==> config.mk <==
export PLATFORM = sky130hd
export DESIGN_NAME = c2p_stage
export DESIGN_NICKNAME = d
export VERILOG_FILES = /design/src/hdl/assert_macros.svh /design/src/hdl/c2p_pkg.sv /design/src/hdl/c2p_stage.sv
export SDC_FILE = /design/constraint.sdc
export NUM_CORES = 1
export LEC_CHECK = 0
export BUFFER_PORTS_ARGS = -buffer_cell sky130_fd_sc_hd__buf_2
export CAP_MARGIN = 30
export CORE_MARGIN = 10
export CORE_UTILIZATION = 55
export DETAILED_ROUTE_END_ITERATION = 7
export GPL_TIMING_DRIVEN = 0
export PLACE_DENSITY = 0.82
export SYNTH_ARGS = -nofsm -noshare
export SYNTH_HDL_FRONTEND = slang
export SYNTH_SLANG_ARGS = --single-unit
==> constraint.sdc <==
create_clock -name clk -period 10.3 [get_ports clk]
set_clock_uncertainty 0.05 [all_clocks]
set_input_delay 1.03 -clock clk [delete_from_list [all_inputs] [get_ports clk]]
set_output_delay 1.03 -clock clk [all_outputs]
set_load 0.02 [all_outputs]
==> src/hdl/assert_macros.svh <==
// Assertion helpers for the RTL.
`ifndef ASSERT_MACROS_SVH
`define ASSERT_MACROS_SVH

// Checked on every rising edge, muted while reset is high.
`define ASSERT_CLK(label, prop, msg) \
  label: assert property (@(posedge clk) disable iff (rst) (prop)) else $error(msg);

// Checked on every rising edge, reset included.
`define ASSERT_ALWAYS(label, prop, msg) \
  label: assert property (@(posedge clk) (prop)) else $error(msg);

`endif

==> src/hdl/c2p_pkg.sv <==
package c2p_pkg;

  // Fraction bits added below the input LSB in the rotation datapath.
  localparam int GUARD_BITS = 16;

  // Angle accumulator: 32 bits, pi = 2^31.
  localparam int ANGLE_BITS = 32;
  localparam logic [ANGLE_BITS-1:0] Z_PI = 32'h8000_0000;

  // Limit inverse CORDIC gain, Q0.32.
  localparam logic [31:0] INV_GAIN = 32'h9B74_EDA8;

  // Rounding constant for dropping the guard bits.
  localparam logic [64:0] MAG_HALF = 65'd1 << (GUARD_BITS - 1);

  // atan(2^-i) in accumulator units, rounded to nearest.
  localparam logic [31:0] ATAN_UNITS [32] = '{
    32'd536870912, 32'd316933406, 32'd167458907, 32'd85004756,
    32'd42667331,  32'd21354465,  32'd10680862,  32'd5340245,
    32'd2670163,   32'd1335087,   32'd667544,    32'd333772,
    32'd166886,    32'd83443,     32'd41722,     32'd20861,
    32'd10430,     32'd5215,      32'd2608,      32'd1304,
    32'd652,       32'd326,       32'd163,       32'd81,
    32'd41,        32'd20,        32'd10,        32'd5,
    32'd3,         32'd1,         32'd1,         32'd0
  };

  // Forward control carried alongside each pipeline stage.
  typedef struct packed {
    logic valid;
    logic zero;
  } c2p_ctl_t;

endpackage

==> src/hdl/c2p_stage.sv <==
// One CORDIC vectoring micro-rotation, registered.
module c2p_stage #(
  parameter int XW    = 35,
  parameter int SHIFT = 0
) (
  input  logic                  clk,
  input  logic                  rst,
  input  c2p_pkg::c2p_ctl_t     ctl_in,
  input  logic signed [XW-1:0]  x_in,
  input  logic signed [XW-1:0]  y_in,
  input  logic [31:0]           z_in,
  output logic                  ready_up,
  output c2p_pkg::c2p_ctl_t     ctl_out,
  output logic signed [XW-1:0]  x_out,
  output logic signed [XW-1:0]  y_out,
  output logic [31:0]           z_out,
  input  logic                  ready_dn
);

  localparam logic [31:0] STEP = c2p_pkg::ATAN_UNITS[SHIFT];

  logic signed [XW-1:0] xs;
  logic signed [XW-1:0] ys;
  logic signed [XW-1:0] x_next;
  logic signed [XW-1:0] y_next;
  logic [31:0]          z_next;

  always_comb begin
    xs = x_in >>> SHIFT;
    ys = y_in >>> SHIFT;
    // y == 0 rotates as positive
    if (!y_in[XW-1]) begin
      x_next = x_in + ys;
      y_next = y_in - xs;
      z_next = z_in + STEP;
    end else begin
      x_next = x_in - ys;
      y_next = y_in + xs;
      z_next = z_in - STEP;
    end
  end

  assign ready_up = !ctl_out.valid || ready_dn;

  always_ff @(posedge clk) begin
    if (rst) begin
      ctl_out.valid <= 1'b0;
    end else if (ready_up) begin
      ctl_out.valid <= ctl_in.valid;
    end
    if (ready_up && ctl_in.valid) begin
      ctl_out.zero <= ctl_in.zero;
      x_out        <= x_next;
      y_out        <= y_next;
      z_out        <= z_next;
    end
  end

endmodule

## Word-level counts from Yosys, hierarchy flattened

Index checks and enable logic that the tools add are counted.

- Add/subtract/negate cells: 5
- Multipliers: 0
- Divide/modulo/power cells: 0
- Order comparisons: 0
- Equal/unequal tests: 0
- Shifts and indexed selects: 0
- Muxes and demuxes: 3
- Bitwise gates (word level): 0
- Reduce and logical (&&, ||, !) cells: 3

Operator list:

| operator | number |
|---|---|
| $mux W35 | 2 |
| $sub A35 B35 Y35 | 2 |
| $add A35 B35 Y35 | 1 |
| $add A32 B30 Y32 const B | 1 |
| $mux W32 | 1 |
| $sub A32 B30 Y32 const B | 1 |
| $logic_and A1 B1 Y1 | 1 |
| $logic_not A1 Y1 | 1 |
| $logic_or A1 B1 Y1 | 1 |

- Flip-flop bits (word level): 104
- Bits in latches: 0
- RAM bits: 0
- Bits in read-only memories: 0
- Input port bits: 107
- Output and inout bits: 105
- Memories kept: 0

## Depth between registers and ports, before layout

- Depth in word-level cells: 3
- Mapped depth: 13

## Worst setup path before layout

Ideal clock, no wire load.

- Path type: input -> register
- Start point: input ready_dn
- End point: register ctl_out[0] in the netlist's numbering, enable pin
- Library setup time: 472 ps
- Arrival time: 3689 ps
- Data required time: 9778 ps
- Setup slack: 6089 ps
- Stages: 2
- Path through: nand2b_1 and2_1

- Cells in the longest elaborated chain, start to end: 2

Ends and longest elaborated chain:

| element | line | RTL |
|---|---|---|
| start, declared | c2p_stage.sv:17 | `input logic ready_dn` |
| $logic_or A1 B1 Y1 | c2p_stage.sv:43 | `assign ready_up = !ctl_out.valid \|\| ready_dn;` |
| $logic_and A1 B1 Y1 | c2p_stage.sv:51 | `if (ready_up && ctl_in.valid) begin` |
| end, declared | c2p_stage.sv:13 | `output c2p_pkg::c2p_ctl_t ctl_out,` |

No other way between the ends.
A chain may end at the register's enable or synchronous reset.

## Worst setup path in the final report

- Start point: input x_in[0]
- End point: register x_out[26], data pin

- Cells in the longest elaborated chain, start to end: 2
- Elaborated cells on any way between the ends: 3

Ends and longest elaborated chain:

| element | line | RTL |
|---|---|---|
| start, declared | c2p_stage.sv:9 | `input logic signed [XW-1:0] x_in,` |
| $add A35 B35 Y35 / $sub A35 B35 Y35 (equally long branches) | c2p_stage.sv:33, c2p_stage.sv:37 |  |
| $mux W35 (*) | c2p_stage.sv:32 | `if (!y_in[XW-1]) begin` |
| named net x_next[26] | c2p_stage.sv:24 | `logic signed [XW-1:0] x_next;` |
| end signal, assigned | c2p_stage.sv:53 | `x_out <= x_next;` |
| end, declared | c2p_stage.sv:14 | `output logic signed [XW-1:0] x_out,` |

Mark *: on every way through the listed nets, which the timed path passes. The rest lies on a longest branch.

==> reports/results.ini <==
[global_routing]
grt_antenna_before_repair = 1
grt_start_max_net_pins = 64
grt_pass1_wl_mm = 48.02
first_global_vias = 8444
grtUsageTotal = 0.2755
overflow = 0

[power]
peakVddDrop_mv = 0.09106
leakage_nw = 4.814
cellPowerDensity_mw_per_mm2 = 134.0

[timing]
timing.setup.tns_ns = 0
rsz0062_at_grt = no
holdWs_ns = 0.4618
drv_slew = 0
fin_crit_sh = 0.4525
period_needed_ns = 4.661
tightest_slew_ns = 1.052
max_freq_ghz = 0.2146
setup_viol = 0
hold_viol_final = 0
slew_headroom = 0.2935

[synthesis]
ys_types = 73
synth_ff_type = edfxtp_1
yosysWarnings = 0
async_flop_share = 0
synth_cells = 1009
synth-seq-area-share = 0.3383
synth_edf_count = 102
syn_area_sq_mm = 0.009114
syn_nets = 1222
syn_avg_cell_area_sq_um = 9.032
ys_ff_latch = 103

[die]
die_x_um = 148.7
fp.dieArea_sq_mm = 0.02212
die_y_um = 148.7
num_rows = 47
io_pins = 212
start_util = 0.5555
coreArea_sq_mm = 0.01641

[setup_path]
crit_required_ns = 10.41
cpPeakStageDelay_ns = 0.59
setup.worst_path.start_class = input pin
crit_type = in2reg
crit_fanout = 5
cp_slowest_cell = a221oi_1
cp_cell_sequence = buf_2 -> ha_1 -> fa_1 -> nor2b_1 -> o311ai_1 -> o21ai_1 -> a221oi_1 -> nand2_1 -> a211oi_1 -> o31ai_1 -> mux2i_1 -> xor2_1
cp-end-kind = register
arrival_ns = 4.78

[finish]
antennaDiodeCount = 0
nets = 1444
drive_gt1_frac = 0.2168
area_growth_pct = 18.01
fillers = 1421

[drt]
drc_errors = 0
ant_nets = 0
wire_per_inst_um = 21.83
drtPass1Iterations = 6
drt-total-wl_mm = 31.78
drtIter0Drc = 987
routed_via_density = 6.024
via_count = 8771

[cts]
clockBufferDepth = 2
post_cts_buffers = 0
cts_resized = 0
cts_buffers = 9
cts_root_buf = clkbuf_16
cts_tree = done
cts_num_sinks = 103
h-tree-depth = 3
postCtsHoldBufs = 0
path_clk_slew_ns = 0.07
clk_latency_ns = 0.36

[run_status]
status = finished, final reports clean

[placed_design]
io_buffers = 210
hpwl_mm = 25.54
place_congestion = 1.013

[job]
cap_violations = 0

[worst_hold_path]
min_path_type = reg2reg

synth_stat cells, types with 10 or more instances:
library cell	instances	area share
o21bai_1	32	0.026
a21o_1	17	0.014
o21a_1	10	0.0082
xor2_1	13	0.012
ha_1	102	0.14
nand3_1	14	0.0077
nor3_1	15	0.0082
edfxtp_1	102	0.34
nand2_1	46	0.019
a211oi_1	21	0.017
clkbuf_1	19	0.0078
o21ai_0	58	0.032
inv_1	100	0.041
a21oi_1	129	0.071
xnor2_1	55	0.053
o31ai_1	19	0.016
mux2i_1	14	0.015
buf_2	16	0.0088
nor2b_1	22	0.015
nand4_1	14	0.0096
nor2_1	69	0.028
cell type report:
cell class,instances,area (sq um),share of cell area
clock inverters,6,56.30,0.005235
multi-input cells,754,5409,0.5029
well taps,220,275.3,0.02559
repair buffers,211,1079,0.1003
plain buffers,47,230.2,0.02141
inverters,105,394.1,0.03665
clock buffers,10,229.0,0.02129
flip-flops and latches,103,3083,0.2866
flip-flops by register name, indices dropped and copies added (netlist names):
signal / count
y_out: 35
ctl_out: 2
x_out: 34
z_out: 32
power breakdown:
group	switching [mW]	internal [mW]	total (mW)
Clock	0.174	0.169	0.343
Sequential	0.0111	0.528	0.539
Combinational	0.366	0.192	0.559
stage by stage:
step	cell area, sq um	std cells	setup slack, ns	utilization	power (mW)
5_1_grt	10760	1456	5.566	0.6555	1.506
4_1_cts	10760	1456	5.762	0.6555	1.438
3_5_place_dp	10470	1440	5.418	0.6381	1.096
6_report	10760	1456	5.639	0.6555	1.441
3_3_place_gp	10440	1439	5.241	0.6363	1.090
2_1_floorplan	9114	1009	6.089	-	0.9101
worst max-delay path, delay by kind of cell:
family / cells / cell delay [ns]
and+or+nand+nor: 2 / 0.56
adders and majority gates: 2 / 0.65
buffers and inverters: 1 / 0.12
AOI/OAI and AO/OA: 5 / 1.94
xor gates and xnor gates: 1 / 0.27
muxes: 1 / 0.19
routing by layer:
layer / track usage / vias up / wire length [um]
li1: - / 4094 / -
met1: 0.3555 / 4099 / 13080
met2: 0.4374 / 495 / 14410
met3: 0.06592 / 81 / 3276
met4: 0.1065 / 2 / 1001
met5: 0 / - / 16
cell families (layout without fill, tap and decap cells):
kind of cell             Yosys count  count (layout)  synth area share
multiplexers                      14              14           0.01538
flip-flops                       103             103            0.3383
AND/OR/NAND/NOR                  212             212            0.1138
XOR/XNOR                          68              68           0.06535
buffers and inverters            152             379           0.06851
AO/OA/AOI/OAI                    354             354            0.2499
adder cells (fa/ha/maj)          106             106            0.1488
worst paths after layout:
path,from,end,slack (ns),cells after the start
worst max-delay path,x_in[0],x_out[26]$_DFFE_PP_,5.64,12
worst min-delay path,ctl_out[1]$_SDFFE_PP0N_,ctl_out[1]$_SDFFE_PP0N_,0.46,2
worst max register to register,ctl_out[1]$_SDFFE_PP0N_,x_out[5]$_DFFE_PP_,8.59,3
worst min register to register,ctl_out[1]$_SDFFE_PP0N_,ctl_out[1]$_SDFFE_PP0N_,0.46,2
layout by cell type (no fill, tap or decap), types with 5 or more instances in the layout:
cell,netlist,layout
o211ai_1,7,7
clkbuf_1,19,20
o21bai_1,32,32
buf_1,5,5
buf_2,16,226
nor2_1,69,69
nor4_1,7,7
clkbuf_16,0,9
nor3_1,15,15
mux2i_1,14,14
nand2b_1,5,5
a211oi_1,21,21
xor2_1,13,13
inv_1,100,100
o21ai_0,58,58
xnor2_1,55,55
edfxtp_1,102,102
a21o_1,17,17
nand3_1,14,14
nand4_1,14,14
buf_4,5,5
nand2_1,46,46
a211o_1,6,6
ha_1,102,102
a21oi_1,129,129
nor2b_1,22,22
o31ai_1,19,19
o21a_1,10,10
No activity file was read; power rests on OpenSTA's default activity.
