[src/hdl/assert_macros.svh]
// Assertion helpers for the RTL.
`ifndef ASSERT_MACROS_SVH
`define ASSERT_MACROS_SVH

// Checked on every rising edge, muted while reset is high.
`define ASSERT_CLK(label, prop, msg) \
  label: assert property (@(posedge clk) disable iff (rst) (prop)) else $error(msg);

// Checked on every rising edge, reset included.
`define ASSERT_ALWAYS(label, prop, msg) \
  label: assert property (@(posedge clk) (prop)) else $error(msg);

`endif

[src/hdl/c2p_pkg.sv]
package c2p_pkg;

  // Fraction bits added below the input LSB in the rotation datapath.
  localparam int GUARD_BITS = 16;

  // Angle accumulator: 32 bits, pi = 2^31.
  localparam int ANGLE_BITS = 32;
  localparam logic [ANGLE_BITS-1:0] Z_PI = 32'h8000_0000;

  // Limit inverse CORDIC gain, Q0.32.
  localparam logic [31:0] INV_GAIN = 32'h9B74_EDA8;

  // Rounding constant for dropping the guard bits.
  localparam logic [64:0] MAG_HALF = 65'd1 << (GUARD_BITS - 1);

  // atan(2^-i) in accumulator units, rounded to nearest.
  localparam logic [31:0] ATAN_UNITS [32] = '{
    32'd536870912, 32'd316933406, 32'd167458907, 32'd85004756,
    32'd42667331,  32'd21354465,  32'd10680862,  32'd5340245,
    32'd2670163,   32'd1335087,   32'd667544,    32'd333772,
    32'd166886,    32'd83443,     32'd41722,     32'd20861,
    32'd10430,     32'd5215,      32'd2608,      32'd1304,
    32'd652,       32'd326,       32'd163,       32'd81,
    32'd41,        32'd20,        32'd10,        32'd5,
    32'd3,         32'd1,         32'd1,         32'd0
  };

  // Forward control carried alongside each pipeline stage.
  typedef struct packed {
    logic valid;
    logic zero;
  } c2p_ctl_t;

endpackage

[src/hdl/c2p_if.sv]
// Request channel: one cartesian point.
interface c2p_in_if #(
  parameter int DATA_WIDTH = 16
);
  logic                         valid;
  logic                         ready;
  logic signed [DATA_WIDTH-1:0] x_coord;
  logic signed [DATA_WIDTH-1:0] y_coord;

  modport source (output valid, output x_coord, output y_coord, input ready);
  modport sink   (input valid, input x_coord, input y_coord, output ready);
endinterface


[src/hdl/c2p_prerotate.sv]
// Stage 0: fold the left half plane onto the right, scale in guard bits.
module c2p_prerotate #(
  parameter int DATA_WIDTH = 16,
  parameter int XW         = 35
) (
  input  logic                  clk,
  input  logic                  rst,
  c2p_in_if.sink                point,
  output c2p_pkg::c2p_ctl_t     ctl,
  output logic signed [XW-1:0]  x,
  output logic signed [XW-1:0]  y,
  output logic [31:0]           z,
  input  logic                  ready_dn
);

  localparam int PAD = XW - DATA_WIDTH - 1 - c2p_pkg::GUARD_BITS;

  logic                       neg;
  logic signed [DATA_WIDTH:0] xe;
  logic signed [DATA_WIDTH:0] ye;
  logic signed [DATA_WIDTH:0] xa;
  logic signed [DATA_WIDTH:0] ya;
  logic signed [XW-1:0]       x_next;
  logic signed [XW-1:0]       y_next;
  logic [31:0]                z_next;
  logic                       zero_next;

  always_comb begin
    neg       = point.x_coord[DATA_WIDTH-1];
    xe        = {point.x_coord[DATA_WIDTH-1], point.x_coord};
    ye        = {point.y_coord[DATA_WIDTH-1], point.y_coord};
    xa        = neg ? -xe : xe;
    ya        = neg ? -ye : ye;
    x_next    = {{PAD{xa[DATA_WIDTH]}}, xa, {c2p_pkg::GUARD_BITS{1'b0}}};
    y_next    = {{PAD{ya[DATA_WIDTH]}}, ya, {c2p_pkg::GUARD_BITS{1'b0}}};
    z_next    = neg ? c2p_pkg::Z_PI : '0;
    zero_next = (point.x_coord == '0) && (point.y_coord == '0);
  end

  assign point.ready = !ctl.valid || ready_dn;

  // valid is reset, the payload is not
  always_ff @(posedge clk) begin
    if (rst) begin
      ctl.valid <= 1'b0;
    end else if (point.ready) begin
      ctl.valid <= point.valid;
    end
    if (point.ready && point.valid) begin
      ctl.zero <= zero_next;
      x        <= x_next;
      y        <= y_next;
      z        <= z_next;
    end
  end

endmodule

[src/flat_wrapper.sv]
// flat-port wrapper written by rule: the top's interface ports become plain ports
module c2p_prerotate_flat 
#(
  parameter int DATA_WIDTH = 16,
  parameter int XW         = 35
)
  (clk, rst, ctl, x, y, z, ready_dn, point_valid, point_x_coord, point_y_coord, point_ready);
  c2p_in_if #(.DATA_WIDTH(DATA_WIDTH)) point_i ();
  input  logic clk;
  input  logic rst;
  output c2p_pkg::c2p_ctl_t ctl;
  output logic signed [XW-1:0] x;
  output logic signed [XW-1:0] y;
  output logic [31:0] z;
  input  logic ready_dn;
  input wire logic [$bits(point_i.valid)-1:0] point_valid;
  input wire logic [$bits(point_i.x_coord)-1:0] point_x_coord;
  input wire logic [$bits(point_i.y_coord)-1:0] point_y_coord;
  output wire logic [$bits(point_i.ready)-1:0] point_ready;
  assign point_i.valid = point_valid;
  assign point_i.x_coord = point_x_coord;
  assign point_i.y_coord = point_y_coord;
  assign point_ready = point_i.ready;
  c2p_prerotate #(.DATA_WIDTH(DATA_WIDTH), .XW(XW)) u_core (.clk(clk), .rst(rst), .point(point_i), .ctl(ctl), .x(x), .y(y), .z(z), .ready_dn(ready_dn));
endmodule
[config.mk]
export PLATFORM = sky130hd
export DESIGN_NAME = c2p_prerotate_flat
export DESIGN_NICKNAME = d
export VERILOG_FILES = /design/src/hdl/assert_macros.svh /design/src/hdl/c2p_pkg.sv /design/src/hdl/c2p_if.sv /design/src/hdl/c2p_prerotate.sv /design/src/flat_wrapper.sv
export SDC_FILE = /design/constraint.sdc
export NUM_CORES = 1
export LEC_CHECK = 0
export BUFFER_PORTS_ARGS = -buffer_cell sky130_fd_sc_hd__buf_2
export CAP_MARGIN = 25
export CORE_MARGIN = 4
export CORE_UTILIZATION = 29
export CTS_CLUSTER_DIAMETER = 50
export DETAILED_ROUTE_END_ITERATION = 7
export PLACE_DENSITY = 0.62
export SYNTH_ARGS = -nofsm -noshare
export SYNTH_HDL_FRONTEND = slang
export SYNTH_SLANG_ARGS = --single-unit
[constraint.sdc]
create_clock -name clk -period 1.7 [get_ports clk]
set_input_delay 0.34 -clock clk [delete_from_list [all_inputs] [get_ports clk]]
set_output_delay 0.34 -clock clk [all_outputs]
set_load 0.05 [all_outputs]
Yosys cells after proc, flatten, opt, wreduce, memory -nomap -nowiden
Index checks and enable logic that the tools add are counted.
{"block": "op_classes", "n_addsub": 2, "n_mul": 0, "div": 0, "magnitude_cmp": 0, "n_eq_ne": 0, "shift": 0, "mux": 3, "bitwise_logic": 0, "n_reduce_logical": 6}
{"cell": "17-bit 2-to-1 mux", "n": 2}
{"cell": "16-bit negation with 17-bit output", "n": 2}
{"cell": "16-bit zero test", "n": 2}
{"cell": "32-bit 2-to-1 mux", "n": 1}
{"cell": "1-bit logical AND", "n": 2}
{"cell": "1-bit zero test", "n": 1}
{"cell": "1-bit logical OR", "n": 1}
{"block": "word_totals", "register_bits": 68, "latch_bits": 0, "mem_bits_rw": 0, "rom_bits": 0, "inputBits": 36, "output_inout_bits": 105, "elab_cells": 17, "mem_count": 0}

Logic depth before layout (Yosys ltp)
{"block": "depth", "depth_word": 3, "mapped_depth": 5, "ltp_nobuf": 5}

Least setup slack after synthesis
No wires, ideal clock.
{"block": "synth_timing", "kind": "register to register", "start": "register, netlist name u_core.ctl[1]", "end": "register, netlist name u_core.ctl[0]", "setup_time_ns": 0.397, "t_arrival_ns": 1.934, "required_ns": 1.303, "slack_ns": -0.630, "stages_incl_launch_ff": 3, "path_buffers": 0, "synth_period_minus_slack_ns": 2.330, "cell_sequence": "dfxtp_1 nand2b_1 and2_1"}
{"block": "synth_via", "elab_chain_len": 3}
{"element": "1-bit zero test", "line": "c2p_prerotate.sv:40", "source": "assign point.ready = !ctl.valid || ready_dn;"}
{"element": "1-bit logical OR", "line": "c2p_prerotate.sv:40"}
{"element": "named net point_ready", "line": "flat_wrapper.sv:19", "source": "output wire logic [$bits(point_i.ready)-1:0] point_ready;"}
{"element": "1-bit logical AND", "line": "c2p_prerotate.sv:49", "source": "if (point.ready && point.valid) begin"}
The timed path passes the listed nets, and every way through them passes these cells.
A chain may end at the register's enable or synchronous reset.

Worst setup path after layout
{"block": "layout_timing", "start": "input point_x_coord[10]", "end": "register u_core.x[30], data pin"}
{"block": "layout_via", "elab_chain_len": 2}
{"element": "from (decl)", "line": "flat_wrapper.sv:17", "source": "input wire logic [$bits(point_i.x_coord)-1:0] point_x_coord;"}
{"element": "16-bit negation with 17-bit output", "line": "c2p_prerotate.sv:32", "source": "xa = neg ? -xe : xe;"}
{"element": "17-bit 2-to-1 mux", "line": "c2p_prerotate.sv:32"}
{"element": "named net u_core.xa[14]", "line": "c2p_prerotate.sv:21", "source": "logic signed [DATA_WIDTH:0] xa;"}
{"element": "to (signal assigned)", "line": "c2p_prerotate.sv:51", "source": "x <= x_next;"}
{"element": "to (decl)", "line": "c2p_prerotate.sv:10", "source": "output logic signed [XW-1:0] x,"}
The timed path passes the listed nets, and every way through them passes these cells.

==> key figures <==
Run status
  • Status: complete, no violations

Power and ir drop
  • Flop pwr share: a little under two fifths
  • Clock Power Share: a little under a third
  • Power Dens Cells: 1027 nW/um^2
  • Total chip power: 2914 uW
  • Comb pwr share: a little under a third
  • Leak Pwr: 0.001269 uW
  • NetSw: between 1000 and 1500 uW
  • Peak supply drop: ~0.00029 V
  • Sw frac: 36.49%
  • Internal Power: between 1500 and 2000 uW

Drt
  • DRT iter0 DRCs: 41
  • Via-to-Cell Ratio: 3.939
  • Final wirelength: about 4700 um
  • DRC violations left: 0
  • Drt wl/cell: 11.46 um
  • Via count: around 1600
  • DRT Pass-1 Iters: 4
  • Routed Antenna Nets: 0

Clock network
  • H-tree depth: 2
  • TritonCTS clock tree: yes
  • Clk slew on worst S/H paths: around 0.07 ns
  • Clk sink count: 37
  • Post-CTS setup buffer count: 0
  • Worst skew pair latency: roughly 0.29 ns
  • CTS Buf Count: 5
  • Post-CTS sizing: 0
  • Clk root buf: clkbuf_8
  • CTS Hold Bufs: 0
  • Clock Tree Buf Depth: 2

Floorplan
  • Die width: 96.69 um
  • Initial core utilization: ~30%
  • Die area: between 9000 and 10000 um^2
  • Num rows: 32
  • Core Box Area: between 7000 and 8000 um^2
  • Num ports: 141
  • Die Ht: between 90 and 100 um

Worst setup path
  • Crit. End Element: flop
  • CP Launch Type: primary input
  • Crit path kind: in2reg
  • Critical Path Source: point_x_coord[10]
  • Reg-to-Reg Start: u_core.ctl[1]
  • Cells on worst reg2reg path: 2
  • Flop2flop setup slack: between 0.4 and 0.5 ns
  • Worst Path Required: roughly 1.8 ns
  • Critical Path AT: roughly 1.5 ns
  • Maximum fanout along the worst path: 3
  • Reg-to-Reg End: u_core.y[17]

Final layout
  • Share of cells above drive strength 1: between 30% and 40%
  • Final #Nets: about 340
  • Ant diodes: 0
  • Synth-to-Final Area Change: 24.47%
  • Fin cells: a little over 400

Synthesis
  • Fraction of registers with async set/reset: 0%
  • Area share of the leading cell type in the synthesized netlist: between 40% and 50%
  • Yosys cell types: 29
  • Synth area leaders: edfxtp_1 47%, buf_4 22%, xnor2_1 9.6%
  • Ys Warns: 0
  • Yosys top cell by area: edfxtp_1
  • Top cells by count, synth: 67 x buf_4, 36 x edfxtp_1, 25 x xnor2_1
  • Top-count cell post-synth: buf_4
  • EDFF count, synth: 36
  • Netlist Area Pre-Place: ~2300 um^2
  • Sequential area share after synthesis: slightly below 50%
  • Most used DFF post-synth: edfxtp_1
  • Syn Area/Cell: 11.07 um^2
  • Seq cells post-synth: 37
  • Post-Synthesis Cells: 206

STA
  • Clock Skew: 0.005847 ns
  • Fmax: 677.8 MHz
  • Final setup violating endpoints: 0
  • Fin crit period: 1.475 ns
  • Final hold violation count: 0
  • Slew Viols, Final: 0
  • Unrepaired setup endpoints after global routing: no
  • Hold Slack: between 0.15 and 0.2 ns
  • Crit share post-route: around 87%

Place
  • Port Buffer Count: just under 80
  • Placed cell count: between 400 and 500
  • Gpl congestion: between 0.8 and 0.9
  • Post-DP HPWL: about 3800 um

Hold path
  • Hold wc startpoint: rst
  • Hold path depth: 2
  • WHS Endpoint: u_core.ctl[1]
  • HP Class: in2reg

GRT
  • GRT overflow: 0
  • Number of global-route vias before repair: 1546
  • Initial antenna violation count: 1
  • Pin count of the biggest net entering global routing: 37
  • First-pass GRT wire length: around 7300 um
  • Overall Global Routing Usage: 9.789%

Job
  • Max-cap viol count: 0
## cell type report
type | count | area [um^2]
Multi-Input combinational cell | 156 | 883.3
Fill cell | 763 | 4848
Sequential cell | 37 | 1101
Timing Repair Buffer | 100 | 570.5
Clock buffer | 5 | 68.82
Inverter | 6 | 22.52
Clock inverter | 3 | 65.06
Tap cell | 102 | 127.6
## placed cells by master (no fill, tap or decap), types with 3 or more instances in the layout
cell      synthesis  layout
o41ai_1           3       3
conb_1            1      64
nor3_1            3       3
o31ai_1           8       8
nand3_1           4       4
nand2_1          12      12
nor2_1            6       6
buf_4            67      22
edfxtp_1         36      36
o21ai_0           8       8
nand2b_1          4       3
clkbuf_8          0       5
nor4_1            3       3
xnor2_1          25      25
inv_1             6       6
buf_2             0      77
## per-stage QoR
step / TNS (ns) / setup slack, ns / instance area, um^2 / utilization, %
floorplan: 0 / 0.04881 / 2522 / -
global placement: -0.2943 / -0.07836 / 2705 / 35.19
detailed placement: -0.3916 / -0.09120 / 2705 / 35.19
CTS: 0 / 0.2276 / 2839 / 36.93
global route: 0 / 0.08870 / 2839 / 36.93
finish: 0 / 0.2246 / 2839 / 36.93
## how the worst max path moves through the flow
stage | to | cells past startpoint
after global routing | u_core.y[32] | 4
final | u_core.x[30] | 5
after CTS | u_core.x[30] | 5
after global placement | u_core.x[31] | 4
after detailed placement | u_core.x[30] | 5
after floorplan | u_core.x[30] | 4
## kinds of logic (layout without fill, tap and decap cells)
logic type	Yosys count	after routing	share of synthesized area, %
DFF	37	37	48.27
xor gates and xnor gates	27	27	10.37
AOI/OAI and AO/OA	24	24	7.351
adders and majority gates	2	2	1.097
and+or+nand+nor	39	39	9.161
other	1	64	0.1644
buffers and inverters	76	114	23.59
## critical path, stage by stage
cell,delay [ns]
buf_2,0.11
or4_4,0.53
or3_4,0.35
o21ai_2,0.13
xnor2_1,0.07
## state kept, by name (all words and copies together) (netlist names)
register and count:
u_core.y 17, u_core.ctl 2, u_core.x 17, u_core.z 1
## metal layers
| layer | vias up | track usage (%) | routed length, um |
|---|---|---|---|
| met3 | 9 | 3.533 | 564 |
| li1 | 779 | - | - |
| met5 | - | 0 | 20 |
| met1 | 718 | 10.86 | 1776 |
| met2 | 103 | 17.04 | 2252 |
| met4 | 2 | 3.780 | 75 |
## power groups by stage
| stage | clock, uW | sequential, uW | combinational, uW |
|---|---|---|---|
| after floorplan | 0 | 1370 | 579 |
| after global placement | 0 | 1130 | 898 |
| after detailed placement | 0 | 1130 | 907 |
| after CTS | 922 | 1110 | 908 |
| after global routing | 963 | 1120 | 952 |
| final | 900 | 1110 | 907 |
(Power assumes the default switching activity.)
