===== src/hdl/assert_macros.svh =====
// Assertion helpers for the RTL.
`ifndef ASSERT_MACROS_SVH
`define ASSERT_MACROS_SVH

// Checked on every rising edge, muted while reset is high.
`define ASSERT_CLK(label, prop, msg) \
  label: assert property (@(posedge clk) disable iff (rst) (prop)) else $error(msg);

// Checked on every rising edge, reset included.
`define ASSERT_ALWAYS(label, prop, msg) \
  label: assert property (@(posedge clk) (prop)) else $error(msg);

`endif


===== src/hdl/c2p_pkg.sv =====
package c2p_pkg;

  // Fraction bits added below the input LSB in the rotation datapath.
  localparam int GUARD_BITS = 16;

  // Angle accumulator: 32 bits, pi = 2^31.
  localparam int ANGLE_BITS = 32;
  localparam logic [ANGLE_BITS-1:0] Z_PI = 32'h8000_0000;

  // Limit inverse CORDIC gain, Q0.32.
  localparam logic [31:0] INV_GAIN = 32'h9B74_EDA8;

  // Rounding constant for dropping the guard bits.
  localparam logic [64:0] MAG_HALF = 65'd1 << (GUARD_BITS - 1);

  // atan(2^-i) in accumulator units, rounded to nearest.
  localparam logic [31:0] ATAN_UNITS [32] = '{
    32'd536870912, 32'd316933406, 32'd167458907, 32'd85004756,
    32'd42667331,  32'd21354465,  32'd10680862,  32'd5340245,
    32'd2670163,   32'd1335087,   32'd667544,    32'd333772,
    32'd166886,    32'd83443,     32'd41722,     32'd20861,
    32'd10430,     32'd5215,      32'd2608,      32'd1304,
    32'd652,       32'd326,       32'd163,       32'd81,
    32'd41,        32'd20,        32'd10,        32'd5,
    32'd3,         32'd1,         32'd1,         32'd0
  };

  // Forward control carried alongside each pipeline stage.
  typedef struct packed {
    logic valid;
    logic zero;
  } c2p_ctl_t;

endpackage


===== src/hdl/c2p_if.sv =====


// Result channel: one polar point.
interface c2p_out_if #(
  parameter int DATA_WIDTH = 16
);
  logic                         valid;
  logic                         ready;
  logic        [DATA_WIDTH-1:0] magnitude;
  logic signed [DATA_WIDTH-1:0] angle;
  logic                         zero_input;

  modport source (output valid, output magnitude, output angle, output zero_input,
                  input ready);
  modport sink   (input valid, input magnitude, input angle, input zero_input,
                  output ready);
endinterface


===== src/hdl/c2p_gain.sv =====
// Gain compensation and output rounding: three registered stages.
//   g1: two 32x32 partial products of x and the inverse gain
//   g2: combine partials, keep floor(x * gain / 2^32)
//   g3: round off guard bits, saturate, round angle, output register
module c2p_gain #(
  parameter int DATA_WIDTH = 16,
  parameter int XW         = 35
) (
  input  logic                  clk,
  input  logic                  rst,
  input  c2p_pkg::c2p_ctl_t     ctl_in,
  input  logic signed [XW-1:0]  x_in,
  input  logic [31:0]           z_in,
  output logic                  ready_up,
  c2p_out_if.source             polar
);

  localparam int MW = 65 - c2p_pkg::GUARD_BITS;

  // g1
  c2p_pkg::c2p_ctl_t ctl1;
  logic [63:0]       p_lo;
  logic [63:0]       p_hi;
  logic [31:0]       z1;
  logic [63:0]       xu;
  logic              rdy1;
  // g2
  c2p_pkg::c2p_ctl_t ctl2;
  logic [63:0]       prod;
  logic [31:0]       z2;
  logic              rdy2;
  // g3
  logic              rdy3;
  logic [64:0]       mag_sum;
  logic [MW-1:0]     mag_wide;
  logic [DATA_WIDTH-1:0] mag_next;
  logic [DATA_WIDTH-1:0] ang_next;

  assign rdy3     = !polar.valid || polar.ready;
  assign rdy2     = !ctl2.valid || rdy3;
  assign rdy1     = !ctl1.valid || rdy2;
  assign ready_up = rdy1;

  // negative x cannot occur after vectoring, clamp anyway
  assign xu = x_in[XW-1] ? '0 : 64'($unsigned(x_in));

  always_ff @(posedge clk) begin
    if (rst) begin
      ctl1.valid  <= 1'b0;
      ctl2.valid  <= 1'b0;
      polar.valid <= 1'b0;
    end else begin
      if (rdy1) ctl1.valid  <= ctl_in.valid;
      if (rdy2) ctl2.valid  <= ctl1.valid;
      if (rdy3) polar.valid <= ctl2.valid;
    end
    if (rdy1 && ctl_in.valid) begin
      ctl1.zero <= ctl_in.zero;
      z1        <= z_in;
      p_lo      <= 64'(xu[31:0]) * 64'(c2p_pkg::INV_GAIN);
      p_hi      <= 64'(xu[63:32]) * 64'(c2p_pkg::INV_GAIN);
    end
    if (rdy2 && ctl1.valid) begin
      ctl2.zero <= ctl1.zero;
      z2        <= z1;
      prod      <= p_hi + {32'd0, p_lo[63:32]};
    end
  end

  always_comb begin
    mag_sum  = {1'b0, prod} + c2p_pkg::MAG_HALF;
    mag_wide = mag_sum[64:c2p_pkg::GUARD_BITS];
    if (|mag_wide[MW-1:DATA_WIDTH]) begin
      mag_next = '1;
    end else begin
      mag_next = mag_wide[DATA_WIDTH-1:0];
    end
  end

  generate
    if (DATA_WIDTH < 32) begin : g_ang_round
      localparam int S = 32 - DATA_WIDTH;
      logic [32:0] za;
      assign za       = {1'b0, z2} + (33'd1 << (S - 1));
      assign ang_next = za[31:S];
    end else begin : g_ang_full
      assign ang_next = z2[DATA_WIDTH-1:0];
    end
  endgenerate

  always_ff @(posedge clk) begin
    if (rdy3 && ctl2.valid) begin
      polar.zero_input <= ctl2.zero;
      polar.magnitude  <= ctl2.zero ? '0 : mag_next;
      polar.angle      <= ctl2.zero ? '0 : $signed(ang_next);
    end
  end

endmodule


===== src/flat_wrapper.sv =====
// flat-port wrapper written by rule: the top's interface ports become plain ports
module c2p_gain_flat 
#(
  parameter int DATA_WIDTH = 16,
  parameter int XW         = 35
)
  (clk, rst, ctl_in, x_in, z_in, ready_up, polar_valid, polar_magnitude, polar_angle, polar_zero_input, polar_ready);
  c2p_out_if #(.DATA_WIDTH(DATA_WIDTH)) polar_i ();
  input  logic clk;
  input  logic rst;
  input  c2p_pkg::c2p_ctl_t ctl_in;
  input  logic signed [XW-1:0] x_in;
  input  logic [31:0] z_in;
  output logic ready_up;
  output wire logic [$bits(polar_i.valid)-1:0] polar_valid;
  output wire logic [$bits(polar_i.magnitude)-1:0] polar_magnitude;
  output wire logic [$bits(polar_i.angle)-1:0] polar_angle;
  output wire logic [$bits(polar_i.zero_input)-1:0] polar_zero_input;
  input wire logic [$bits(polar_i.ready)-1:0] polar_ready;
  assign polar_valid = polar_i.valid;
  assign polar_magnitude = polar_i.magnitude;
  assign polar_angle = polar_i.angle;
  assign polar_zero_input = polar_i.zero_input;
  assign polar_i.ready = polar_ready;
  c2p_gain #(.DATA_WIDTH(DATA_WIDTH), .XW(XW)) u_core (.clk(clk), .rst(rst), .ctl_in(ctl_in), .x_in(x_in), .z_in(z_in), .ready_up(ready_up), .polar(polar_i));
endmodule

===== config.mk =====
export PLATFORM = sky130hd
export DESIGN_NAME = c2p_gain_flat
export DESIGN_NICKNAME = d
export VERILOG_FILES = /design/src/hdl/assert_macros.svh /design/src/hdl/c2p_pkg.sv /design/src/hdl/c2p_if.sv /design/src/hdl/c2p_gain.sv /design/src/flat_wrapper.sv
export SDC_FILE = /design/constraint.sdc
export NUM_CORES = 1
export LEC_CHECK = 0
export ABC_AREA = 1
export BUFFER_PORTS_ARGS = -buffer_cell sky130_fd_sc_hd__buf_4
export CAP_MARGIN = 20
export CORE_MARGIN = 2
export CORE_UTILIZATION = 40
export DETAILED_ROUTE_END_ITERATION = 8
export HOLD_SLACK_MARGIN = 0.06
export PLACE_DENSITY = 0.68
export SETUP_SLACK_MARGIN = 0.2
export SYNTH_ARGS = -nofsm -noshare
export SYNTH_HDL_FRONTEND = slang
export SYNTH_SLANG_ARGS = --single-unit
export TNS_END_PERCENT = 20

===== constraint.sdc =====
create_clock -name clk -period 7.7 [get_ports clk]
set_clock_uncertainty 0.2 [all_clocks]
set_input_delay 1.54 -clock clk [delete_from_list [all_inputs] [get_ports clk]]
set_output_delay 1.54 -clock clk [all_outputs]
set_load 0.005 [all_outputs]

**Word level (Yosys, flattened, before mapping)**

Index checks and enable logic that the tools add are counted.

- Register bits: 288
- Bits of input ports: 72
- Logic and storage cells: 30

- Add/subtract/negate cells: 3
- $mul: 2
- Mux-type cells: 2
- Reductions and logical operators: 10

Operator list:

| operator | count |
|---|---|
| $mul A32 B29 Y61 const B | 2 |
| $add A64 B16 Y65 const B | 1 |
| $add A64 B32 Y64 | 1 |
| $mux W34 | 1 |
| $reduce_or A33 Y1 | 1 |
| $add A32 B16 Y32 const B | 1 |
| $mux W16 | 1 |
| $logic_and A1 B1 Y1 | 3 |
| $logic_not A1 Y1 | 3 |
| $logic_or A1 B1 Y1 | 3 |

**Depth between registers and ports, before layout**

- Depth in word-level cells: 5
- Mapped depth: 35

**Worst setup path after synthesis**

No wires, ideal clock.

- Kind: input -> register
- Start point: input x_in[34]
- End point: register u_core.p_lo[62] (data pin)
- Library setup time: 0.252 ns
- Arrival: 7.899 ns
- Required time: 7.248 ns
- Setup slack: -0.652 ns
- Stages on the path: 28
- Cell sequence: buf_2 inv_1 buf_2 buf_1 nand2_1 inv_1 ha_1 fa_1 inv_1 fa_1 fa_1 inv_1 fa_1 fa_1 fa_1 inv_1 fa_1 inv_1 ha_1 nand2_1 nor2_1 inv_2 nor2_1 and2_1 and2_1 nand2_1 nand3_1 nand2_1

- Word-level cells in the longest chain between the ends: 2

RTL lines:

| what | RTL line | text |
|---|---|---|
| start: declaration | flat_wrapper.sv:12 | `input logic signed [XW-1:0] x_in;` |
| $mux W34 | c2p_gain.sv:45 | `assign xu = x_in[XW-1] ? '0 : 64'($unsigned(x_in));` |
| $mul A32 B29 Y61 | c2p_gain.sv:60 | `p_lo <= 64'(xu[31:0]) * 64'(c2p_pkg::INV_GAIN);` |
| end signal: assignment | c2p_gain.sv:60 |  |
| end: declaration | c2p_gain.sv:22 | `logic [63:0] p_lo;` |

No other way between the ends.
A chain may end at the register's enable or synchronous reset.

**Worst setup path in the final report**

Same ends and word-level chain as after synthesis.

==> results.json <==
{
  "status": "finished clean",
  "fin_nets": 4648,
  "cp_top_family": "adder cells",
  "critPathMaxStageDelay_ns": 0.55,
  "setup_viol": 0,
  "port_buffers": 91,
  "hold-worst-slack_ns": 0.215,
  "drcViolationCount": 0,
  "grt_max_degree": 55,
  "yosysSeqAreaShare_pct": 13.9,
  "root_buffer": "clkbuf_16",
  "gr-total-overflow": 0,
  "synth_compound_area_share_pct": 2.80,
  "cp-end-kind": "flip-flop",
  "holdPathEnd": "u_core.z2[25]$_DFFE_PP_",
  "slowest_stage": "fa_2",
  "r2r_end": "u_core.prod[32]$_DFFE_PP_",
  "synth-simple-area-share_pct": 17.0,
  "fillCellCount": 6323,
  "vias": 21600,
  "worstPathRequired_ns": 7.67,
  "die_h_um": 265,
  "finalCriticalPeriod_ns": 7.57,
  "clkTransAtPathRegs_ns": 0.06,
  "avgSynthCellArea_um2": 8.27,
  "synthMuxAreaShare_pct": 0,
  "path_common_cell": "fa_1",
  "slew_violations": 0,
  "wl_per_cell_um": 16.1,
  "hp-start": "u_core.z1[25]$_DFFE_PP_",
  "ys_types": 43,
  "worstPathMaxFanout": 7,
  "worst_pin_slew_ns": 1.01,
  "antenna_left": 0,
  "start_util_pct": 40.5,
  "rsz0062_at_grt": "yes",
  "cap_violations": 0,
  "worstSetupStartpointType": "primary input",
  "clock_path_buffers": 2,
  "drive_gt1_share_pct": 20.9,
  "crit_arrival_ns": 7.54,
  "row_count": 95,
  "layout_commonest_cell": "inv_1",
  "post-route-period-util_pct": 98.3,
  "r2r-start": "u_core.p_hi[31]$_DFFE_PP_",
  "cts.sinks": 127,
  "crit_type": "in2reg",
  "synth.cell_area_mm2": 0.0272,
  "grt_pass1_wl_um": 119000,
  "via_per_inst": 4.66,
  "htreeDepth": 4,
  "layout_common_cells": "999 x inv_1, 632 x nand2_1, 433 x fa_1",
  "syn_to_final_growth_pct": 24.4,
  "place.gp.congestion": 0.972,
  "finalHoldViolations": 0,
  "r2r_slack_ns": 5.03,
  "crit_buf_inv": 10,
  "die_w_um": 265,
  "dr.pass1.iters": 6,
  "drt-initial-drc-count": 1173,
  "relSlewSlack_pct": 32.6,
  "grt.total_usage_pct": 21.9,
  "yosysWarningCount": 0,
  "ios": 107,
  "antenna_found_initial": 0,
  "clk_latency_ns": 0.42,
  "multi_input_area_mm2": 0.0209,
  "numCtsBuffers": 17,
  "seq_area_mm2": 0.00378,
  "cts_tree": "built",
  "synth_cells": 3292,
  "fmax_mhz": 132,
  "yosys_register_bits": 127,
  "whs_path_depth": 0,
  "min_path_type": "reg2reg",
  "synth_top_family_by_area": "adder cells",
  "place_hpwl_um": 66600,
  "core_area_mm2": 0.0673,
  "grt_pass1_vias": 22500,
  "synth_adder_area_share_pct": 50.6,
  "synth_nets": 4195,
  "n_antenna_cell": 0,
  "reg2regPathDepth": 8,
  "drt-total-wl_um": 74400,
  "die-area_mm2": 0.0702,
  "synth_xor_area_share_pct": 1.03
}
-- worst max-delay path by stage --
stage / slack, ns / end / startpoint / cells past startpoint
2_1_floorplan: 0.06 / u_core.p_lo[58]$_DFFE_PP_ / x_in[34] / 28
3_3_place_gp: -0.47 / u_core.p_lo[47]$_DFFE_PP_ / x_in[34] / 25
3_5_place_dp: -0.59 / u_core.p_lo[47]$_DFFE_PP_ / x_in[34] / 25
4_1_cts: 0.12 / u_core.p_lo[53]$_DFFE_PP_ / x_in[34] / 32
5_1_grt: -0.05 / u_core.p_lo[50]$_DFFE_PP_ / x_in[34] / 28
6_report: 0.13 / u_core.p_lo[62]$_DFFE_PP_ / x_in[34] / 28
-- what timing repair did --
action	CTS	global route
endpoints found under the setup margin	29	29
hold buffers	0	0
pin swaps	17	50
setup buffers	10	13
gates resized for setup	68	114
gates cloned	0	1
endpoints found under the hold margin	0	0
-- registers in the layout, summed over array words and instances, names as in the netlist --
name and cells:
u_core.p_lo 29, u_core.prod 19, u_core.z1 17, u_core.z2 17, u_core.polar.angle 16, u_core.polar.magnitude 16, u_core.p_hi 7, u_core.ctl1 2
u_core.ctl2 2, u_core.polar.valid 1, u_core.polar.zero_input 1
-- stage by stage --
stage                     util (%)  TNS [ns]  setup slack, ns  cells  instance area (um^2)
after floorplan                  -         0           0.0628   3292                 28200
after global placement        48.2    -11.02           -0.473   4575                 32400
after detailed placement      48.2    -13.69           -0.589   4575                 32400
after CTS                     49.6         0            0.120   4617                 33300
after global routing          50.3    -0.238          -0.0518   4631                 33900
final                         50.3         0            0.133   4631                 33900
-- cells by family after synthesis --
family	after synthesis
and+or+nand+nor	1102
AOI/OAI and AO/OA	142
buffers and inverters	1058
xor gates and xnor gates	32
DFF	127
adders and majority gates	831
-- cells in the mapped netlist --
cell type,number,area (um^2)
dfxtp_1,3,60.1
nor3_2,2,20.0
nand3_1,84,420
a21oi_1,91,455
nor3_1,27,135
nor4_2,1,12.5
nand2_1,702,2640
nand2_2,6,37.5
nand3_4,1,17.5
inv_4,1,6.26
nand4_2,1,12.5
and3_1,1,6.26
nor3_4,1,16.3
edfxtp_1,124,3720
o21bai_1,8,60.1
clkinv_1,1,3.75
nor2_4,5,56.3
buf_2,2,10.0
o211ai_1,1,7.51
and2_1,10,62.6
o21ai_2,1,8.76
nand3_2,13,130
inv_2,4,15.0
inv_1,1044,3920
fa_1,449,8990
nor2_2,4,25.0
xnor2_1,9,78.8
buf_6,2,22.5
nand3b_1,7,52.6
buf_12,1,20.0
or2_2,5,31.3
o21ai_0,29,145
nand2_4,1,11.3
nor2_1,204,766
buf_1,2,7.51
o21a_1,5,37.5
a21o_1,5,37.5
nand4_1,26,163
nor4_1,1,6.26
clkbuf_8,1,13.8
o21ai_1,2,10.0
ha_1,382,4780
xor2_1,23,201
-- layer usage --
| layer | track usage [%] | part of all wire (%) | vias up |
|---|---|---|---|
| met5 | 0 | 0 | - |
| met2 | 37.4 | 47 | 480 |
| met1 | 29.9 | 45 | 10300 |
| met3 | 1.54 | 4.3 | 112 |
| li1 | - | - | 10700 |
| met4 | 6.86 | 3.1 | 0 |
-- area by class of cell --
| cell class | instances | share of cell area [%] |
|---|---|---|
| multi-input cells | 2107 | 61.6 |
| repair buffers | 441 | 10.3 |
| repair inverters | 1 | 0.0259 |
| well taps | 873 | 3.23 |
| clock inverters | 15 | 0.510 |
| clock buffers | 17 | 1.26 |
| flip-flops and latches | 127 | 11.2 |
| inverters | 1050 | 11.9 |
Power is left out: the tool's default activity adds up to more than one toggle a clock period on the data nets, which glitch-free logic cannot reach.
